**src/xxh_pkg.sv**
```systemverilog
// Shared constants, types and helpers of the xxh64 stream hash.
// No dependencies.
package xxh_pkg;

   localparam int LENGTH_BITS_DEF = 64;

   localparam logic [63:0] PRIME1 = 64'h9E3779B185EBCA87;
   localparam logic [63:0] PRIME2 = 64'hC2B2AE3D27D4EB4F;
   localparam logic [63:0] PRIME3 = 64'h165667B19E3779F9;
   localparam logic [63:0] PRIME4 = 64'h85EBCA77C2B2AE63;
   localparam logic [63:0] PRIME5 = 64'h27D4EB2F165667C5;

   typedef struct packed {
      logic        start;
      logic [63:0] a;
      logic [63:0] b;
   } mul_req_type;

   typedef struct packed {
      logic        done;
      logic [63:0] prod;
   } mul_rsp_type;

   // rotate left by a constant, 1..63
   function automatic logic [63:0] rol64(input logic [63:0] x, input int r);
      rol64 = (x << r) | (x >> (64 - r));
   endfunction

   // lane rotation used when merging the accumulators
   function automatic logic [63:0] merge_rot(input logic [63:0] x, input logic [1:0] lane);
      logic [63:0] res;
      case (lane)
         2'd0: res = rol64(x, 1);
         2'd1: res = rol64(x, 7);
         2'd2: res = rol64(x, 12);
         default: res = rol64(x, 18);
      endcase
      return res;
   endfunction

endpackage

```
**src/xxh_mul.sv**
```systemverilog
// Multi-cycle 64x64 multiplier, low 64 bits of the product.
// One 32x32 multiplier reused for three partial products; uses xxh_pkg.
module xxh_mul (
   input  logic                 clock,
   input  logic                 reset,
   input  xxh_pkg::mul_req_type mul_req,
   output xxh_pkg::mul_rsp_type mul_rsp
);

   logic [63:0] a_ff, a_in, b_ff, b_in, acc_ff, acc_in;
   logic [1:0]  step_ff, step_in;
   logic        busy_ff, busy_in, done_ff, done_in;
   logic [31:0] x, y;
   logic [63:0] prod;

   always_comb begin
      x    = (step_ff == 2'd2) ? a_ff[63:32] : a_ff[31:0];
      y    = (step_ff == 2'd1) ? b_ff[63:32] : b_ff[31:0];
      prod = 64'(x) * 64'(y);

      a_in    = a_ff;
      b_in    = b_ff;
      acc_in  = acc_ff;
      step_in = step_ff;
      busy_in = busy_ff;
      done_in = 1'b0;
      if (mul_req.start) begin
         a_in    = mul_req.a;
         b_in    = mul_req.b;
         step_in = 2'd0;
         busy_in = 1'b1;
      end else if (busy_ff) begin
         // low product first, then the two cross terms shifted up
         if (step_ff == 2'd0) begin
            acc_in = prod;
         end else begin
            acc_in = acc_ff + {prod[31:0], 32'd0};
         end
         step_in = step_ff + 2'd1;
         if (step_ff == 2'd2) begin
            busy_in = 1'b0;
            done_in = 1'b1;
         end
      end
   end

   always_ff @(posedge clock) begin
      if (reset) begin
         step_ff <= 2'd0;
         busy_ff <= 1'b0;
         done_ff <= 1'b0;
      end else begin
         step_ff <= step_in;
         busy_ff <= busy_in;
         done_ff <= done_in;
      end
      a_ff   <= a_in;
      b_ff   <= b_in;
      acc_ff <= acc_in;
   end

   assign mul_rsp.done = done_ff;
   assign mul_rsp.prod = acc_ff;

endmodule

```
**config.mk**
```make
export PLATFORM = sky130hd
export DESIGN_NAME = xxh_mul
export DESIGN_NICKNAME = d
export VERILOG_FILES = /design/src/xxh_pkg.sv /design/src/xxh_mul.sv
export SDC_FILE = /design/constraint.sdc
export NUM_CORES = 2
export LEC_CHECK = 0
export BUFFER_PORTS_ARGS = -buffer_cell sky130_fd_sc_hd__buf_2
export CORE_MARGIN = 5
export CORE_UTILIZATION = 34
export DETAILED_ROUTE_END_ITERATION = 8
export SLEW_MARGIN = 20
export SYNTH_ARGS = -nofsm -noshare
export SYNTH_HDL_FRONTEND = slang
export SYNTH_SLANG_ARGS = --single-unit
export TNS_END_PERCENT = 10
```
**constraint.sdc**
```tcl
create_clock -name clock -period 15.4 [get_ports clock]
set_clock_uncertainty 0.1 [all_clocks]
set_input_delay 0.77 -clock clock [delete_from_list [all_inputs] [get_ports clock]]
set_output_delay 0.77 -clock clock [all_outputs]
set_load 0.03 [all_outputs]
```
After elaboration in Yosys (flattened, before gate mapping)
Cells that the tools add are included.
{"block": "op_classes", "addsub": 2, "mul": 1, "div": 0, "magnitude_cmp": 0, "eq_ne": 2, "shift": 0, "muxes": 7, "bitwise": 2, "n_reduce_logical": 4}
{"op": "$add 64x64->64", "n": 1}
{"op": "$mul 32x32->64", "n": 1}
{"op": "$mux 32", "n": 2}
{"op": "$mux 64", "n": 1}
{"op": "$mux 1", "n": 4}
{"op": "$reduce_or 3->1", "n": 1}
{"op": "$add 2x1->2 const B", "n": 1}
{"op": "$eq 2x1->1 const B", "n": 1}
{"op": "$eq 2x2->1 const B", "n": 1}
{"op": "$logic_not 2->1", "n": 1}
{"op": "$not 1->1", "n": 2}
{"op": "$reduce_and 2->1", "n": 1}
{"op": "$reduce_or 2->1", "n": 1}
{"block": "word_totals", "ff_bits": 196, "latchBits": 0, "mem_bits_rw": 0, "rom_bits": 0, "in_bits": 131, "memories": 0}

Longest topological paths before layout
{"block": "depth", "ltp_word": 5, "depth_mapped": 38, "mapped_depth_nobuf": 34}

Least setup slack after synthesis
OpenSTA, ideal clock, no wires.
{"block": "synth_path", "kind": "register to register", "start": "reg step_ff[0]", "end": "reg acc_ff[62], data pin", "setup_time_ns": 0.259, "arrival_time_ns": 9.265, "path_slack_ns": 5.776, "stages_incl_launch_ff": 36, "n_path_buf": 5, "period_less_slack_ns": 9.624, "cell_sequence": "dfxtp_1 -> inv_1 -> ha_1 -> clkbuf_1 -> clkbuf_1 -> buf_1 -> mux2i_1 -> clkbuf_1 -> nor2_1 -> fa_1 -> fa_1 -> fa_1 -> inv_1 -> fa_1 -> inv_1 -> fa_1 -> inv_1 -> fa_1 -> inv_1 -> fa_1 -> fa_1 -> ha_1 -> buf_2 -> nand2_1 -> o31a_1 -> xnor2_1 -> ha_1 -> nand4_1 -> nor2_1 -> nand2_1 -> nor2_1 -> o41ai_1 -> o21ai_0 -> nand3_1 -> mux2i_1 -> a211o_1"}
{"block": "synth_via", "elab_chain_len": 5}
{"item": "start: declaration", "line_no": "xxh_mul.sv:11", "rtl": "logic [1:0] step_ff, step_in;"}
{"item": "start signal: assignment", "line_no": "xxh_mul.sv:53", "rtl": "step_ff <= step_in;"}
{"item": "$eq 2x2->1 or $eq 2x1->1 (tied branches)", "line_no": "xxh_mul.sv:17, xxh_mul.sv:18"}
{"item": "$mux 32, on equally long branches", "line_no": "xxh_mul.sv:17, xxh_mul.sv:18"}
{"item": "$mul 32x32->64", "line_no": "xxh_mul.sv:19", "rtl": "prod = 64'(x) * 64'(y);"}
{"item": "$add 64x64->64", "line_no": "xxh_mul.sv:37", "rtl": "acc_in = acc_ff + {prod[31:0], 32'd0};"}
{"item": "$mux 64 (*)", "line_no": "xxh_mul.sv:34", "rtl": "if (step_ff == 2'd0) begin"}
{"item": "end signal: assignment", "line_no": "xxh_mul.sv:59", "rtl": "acc_ff <= acc_in;"}
{"item": "end: declaration", "line_no": "xxh_mul.sv:10", "rtl": "logic [63:0] a_ff, a_in, b_ff, b_in, acc_ff, acc_in;"}
Every way passes the cells marked *; elsewhere a longest branch is shown, timed or not.
A chain may end at the register's enable or synchronous reset.

Worst setup path in the final report
{"block": "layout_path", "start": "reg step_ff[0]", "end": "reg acc_ff[61], data pin"}
Same word-level chain as after synthesis.

==> results by group <==
Status
  • Outcome: finished, final reports clean

Critical path
  • Crit path from: step_ff[0]$_SDFFE_PP0P_
  • Crit path kind: register to register
  • CP Data Required Time: 15,590 ps
  • Worst setup SP type: register
  • Crit-path max FO: 33
  • FF-to-FF path depth: 26
  • Setup crit end: acc_ff[61]$_DFFE_PP_
  • CP arrival: around 11,000 ps
  • FF-to-FF Start: step_ff[0]$_SDFFE_PP0P_
  • Crit. End Element: register
  • Worst R2R Setup Slack: 4680 ps
  • FF-to-FF End: acc_ff[61]$_DFFE_PP_

Route
  • Antenna viol nets, final: 0
  • 1st-iter DRT viols: about 2,800
  • DRT Pass-1 Iters: 6
  • DRC: 0
  • Via Count: between 30,000 and 40,000
  • WL/cell: approximately 22 um
  • Vias per inst: 5.121
  • Routed WL: approximately 130,000 um

Floorplan
  • Core area: roughly 120,000 um2
  • Starting density of the core: 0.3424
  • Die W: 357.6 um
  • Die area: 127,900 um2
  • I/O pin count: 196
  • Row count: ~130
  • Chip Height: roughly 360 um

Timing
  • Max_slew headroom: 0.2450
  • Fin crit share: 0.6959
  • Final Max Tran Viols: 0
  • Setup TNS: 0 ps
  • Worst Max-Slew Pin Slew: 1132 ps
  • Max Fclk: ~0.093 GHz
  • # setup viols final: 0
  • Final hold vios: 0
  • Fin crit period: 10,720 ps
  • RSZ-0062 raised after global routing: false

Logic synthesis
  • Top cells by count, synth: fa_1 (897), inv_1 (886), nand2_1 (718)
  • Syn Area/Cell: approximately 9.6 um2
  • Cell Area, Synth: between 40,000 and 50,000 um2
  • Synth area leader: fa_1
  • Top-count cell post-synth: fa_1
  • Yosys warning total: 0
  • Synth cell types: 70
  • Post-synth top area share: 0.4371
  • Post-synth EDFFs: 192
  • Synth area leaders: fa_1 (44%), edfxtp_1 (14%), ha_1 (9.1%)
  • FF+latch count, synth: slightly below 200
  • Syn_nets: 5,628
  • Seq/Total Area, Yosys: 0.1423
  • Post-synthesis instance total: ~4,300
  • Ys async rst share: 0
  • Main synth FF type: edfxtp_1

CTS
  • Max clock buf depth: 2
  • Setup bufs post-CTS: 0
  • CTS Root Cell: clkbuf_16
  • Clock Sink Count: between 150 and 200
  • CTS buffer count: 17
  • Post_cts resized: 0
  • H-tree depth: 4
  • CTS tree: yes
  • Worst skew pair latency: 520 ps
  • CTS Hold Bufs: 0
  • Reg clk slew, reported paths: roughly 90 ps

Finish
  • Nets: about 5,700
  • Layout cells sized above 1: 0.09186
  • P&R area growth vs syn: 8.473%

GRT
  • Initial antenna violation count: 7
  • Largest net degree at the start of global routing: 68
  • Number of global-route vias before repair: ~32,000
  • Grt total ovfl: 0
  • First-pass GRT wire length: between 150,000 and 200,000 um
  • Total global-route track usage: 0.2065

Placement
  • Port Buffer Count: between 150 and 200
  • GPL Wtd Cong: just under 1
  • Detailed Place HPWL: 104,600 um

Hold path
  • Hold WC Path Type: input pin to register

Flow run
  • Max_cap viols: 0
-- registers in the layout, indices dropped and copies added (netlist names) --
name / cells
acc_ff: 64
busy_ff: 1
b_ff: 64
step_ff: 2
a_ff: 64
done_ff: 1
-- layout by cell type, fill, tap and decap left out, types with 63 or more instances in the layout --
cell type	n
a21oi_1	112
buf_2	194
buf_4	68
edfxtp_1	192
fa_1	897
ha_1	296
inv_1	886
mux2_2	63
nand2_1	718
nor2_1	403
-- how the worst min path moves through the flow --
stage,startpoint,endpoint,slack (ps),cells past startpoint
2_1_floorplan,step_ff[1]$_SDFFE_PP0P_,step_ff[1]$_SDFFE_PP0P_,410,2
3_3_place_gp,step_ff[1]$_SDFFE_PP0P_,step_ff[1]$_SDFFE_PP0P_,470,2
3_5_place_dp,step_ff[1]$_SDFFE_PP0P_,step_ff[1]$_SDFFE_PP0P_,470,2
4_1_cts,mul_req[20],b_ff[20]$_DFFE_PP_,280,1
5_1_grt,mul_req[20],b_ff[20]$_DFFE_PP_,290,1
6_report,mul_req[20],b_ff[20]$_DFFE_PP_,320,1
-- through the flow --
stage	util	worst slack [ps]	std cells	instance area, um2	hold WS, ps
final	0.3714	4683	6000	44560	318.5
after global routing	0.3714	4317	5999	44560	293.4
after CTS	0.3714	4728	5999	44560	280.4
after detailed placement	0.3663	4780	5967	43940	468.6
after global placement	0.3663	4541	5967	43940	473.0
after floorplan	-	5776	4301	41080	408.9
-- logic make-up after synthesis --
group,share of synthesized area
multiplexers,0.03289
AND/OR/NAND/NOR,0.1258
AO/OA/AOI/OAI,0.05220
XOR/XNOR,0.01812
flip-flops,0.1423
buffers and inverters,0.1005
adder cells (fa/ha/maj),0.5282
-- layout make-up --
cell class              count  area [um2]
diodes                      1       2.502
clock buffers              18       429.2
clock inverters            14       187.7
fillers                 12120       75410
inverters                 886        3326
multi-input cells        3010       31260
flip-flops and latches    196        5846
well taps                1612        2017
repair buffers            263        1493
-- worst max-delay path, stage by stage, from the launching register on --
cell,delay [ps]
dfxtp_1,360
inv_1,140
ha_4,500
buf_4,570
mux2_2,910
nand2_1,180
fa_1,550
fa_1,540
fa_1,520
fa_1,510
inv_1,50
fa_1,670
fa_1,490
fa_1,530
fa_1,450
ha_1,500
nand4_1,270
nor4_1,420
a21oi_1,170
xnor2_1,400
ha_1,290
nand2_1,80
or3_1,350
o211ai_2,210
a31oi_1,140
mux2_1,330
a31o_1,180
-- metal layers --
layer | wire (um) | up-vias | track usage | share of wire
li1 | - | 13180 | - | -
met1 | 54910 | 15950 | 0.2925 | 0.42
met2 | 57860 | 1395 | 0.3193 | 0.45
met3 | 12510 | 207 | 0.04440 | 0.097
met4 | 4229 | 4 | 0.06295 | 0.033
met5 | 27 | - | 0 | 0.00021
Power is left out: the tool's default activity adds up to more than one toggle a clock period on the data nets, which glitch-free logic cannot reach.
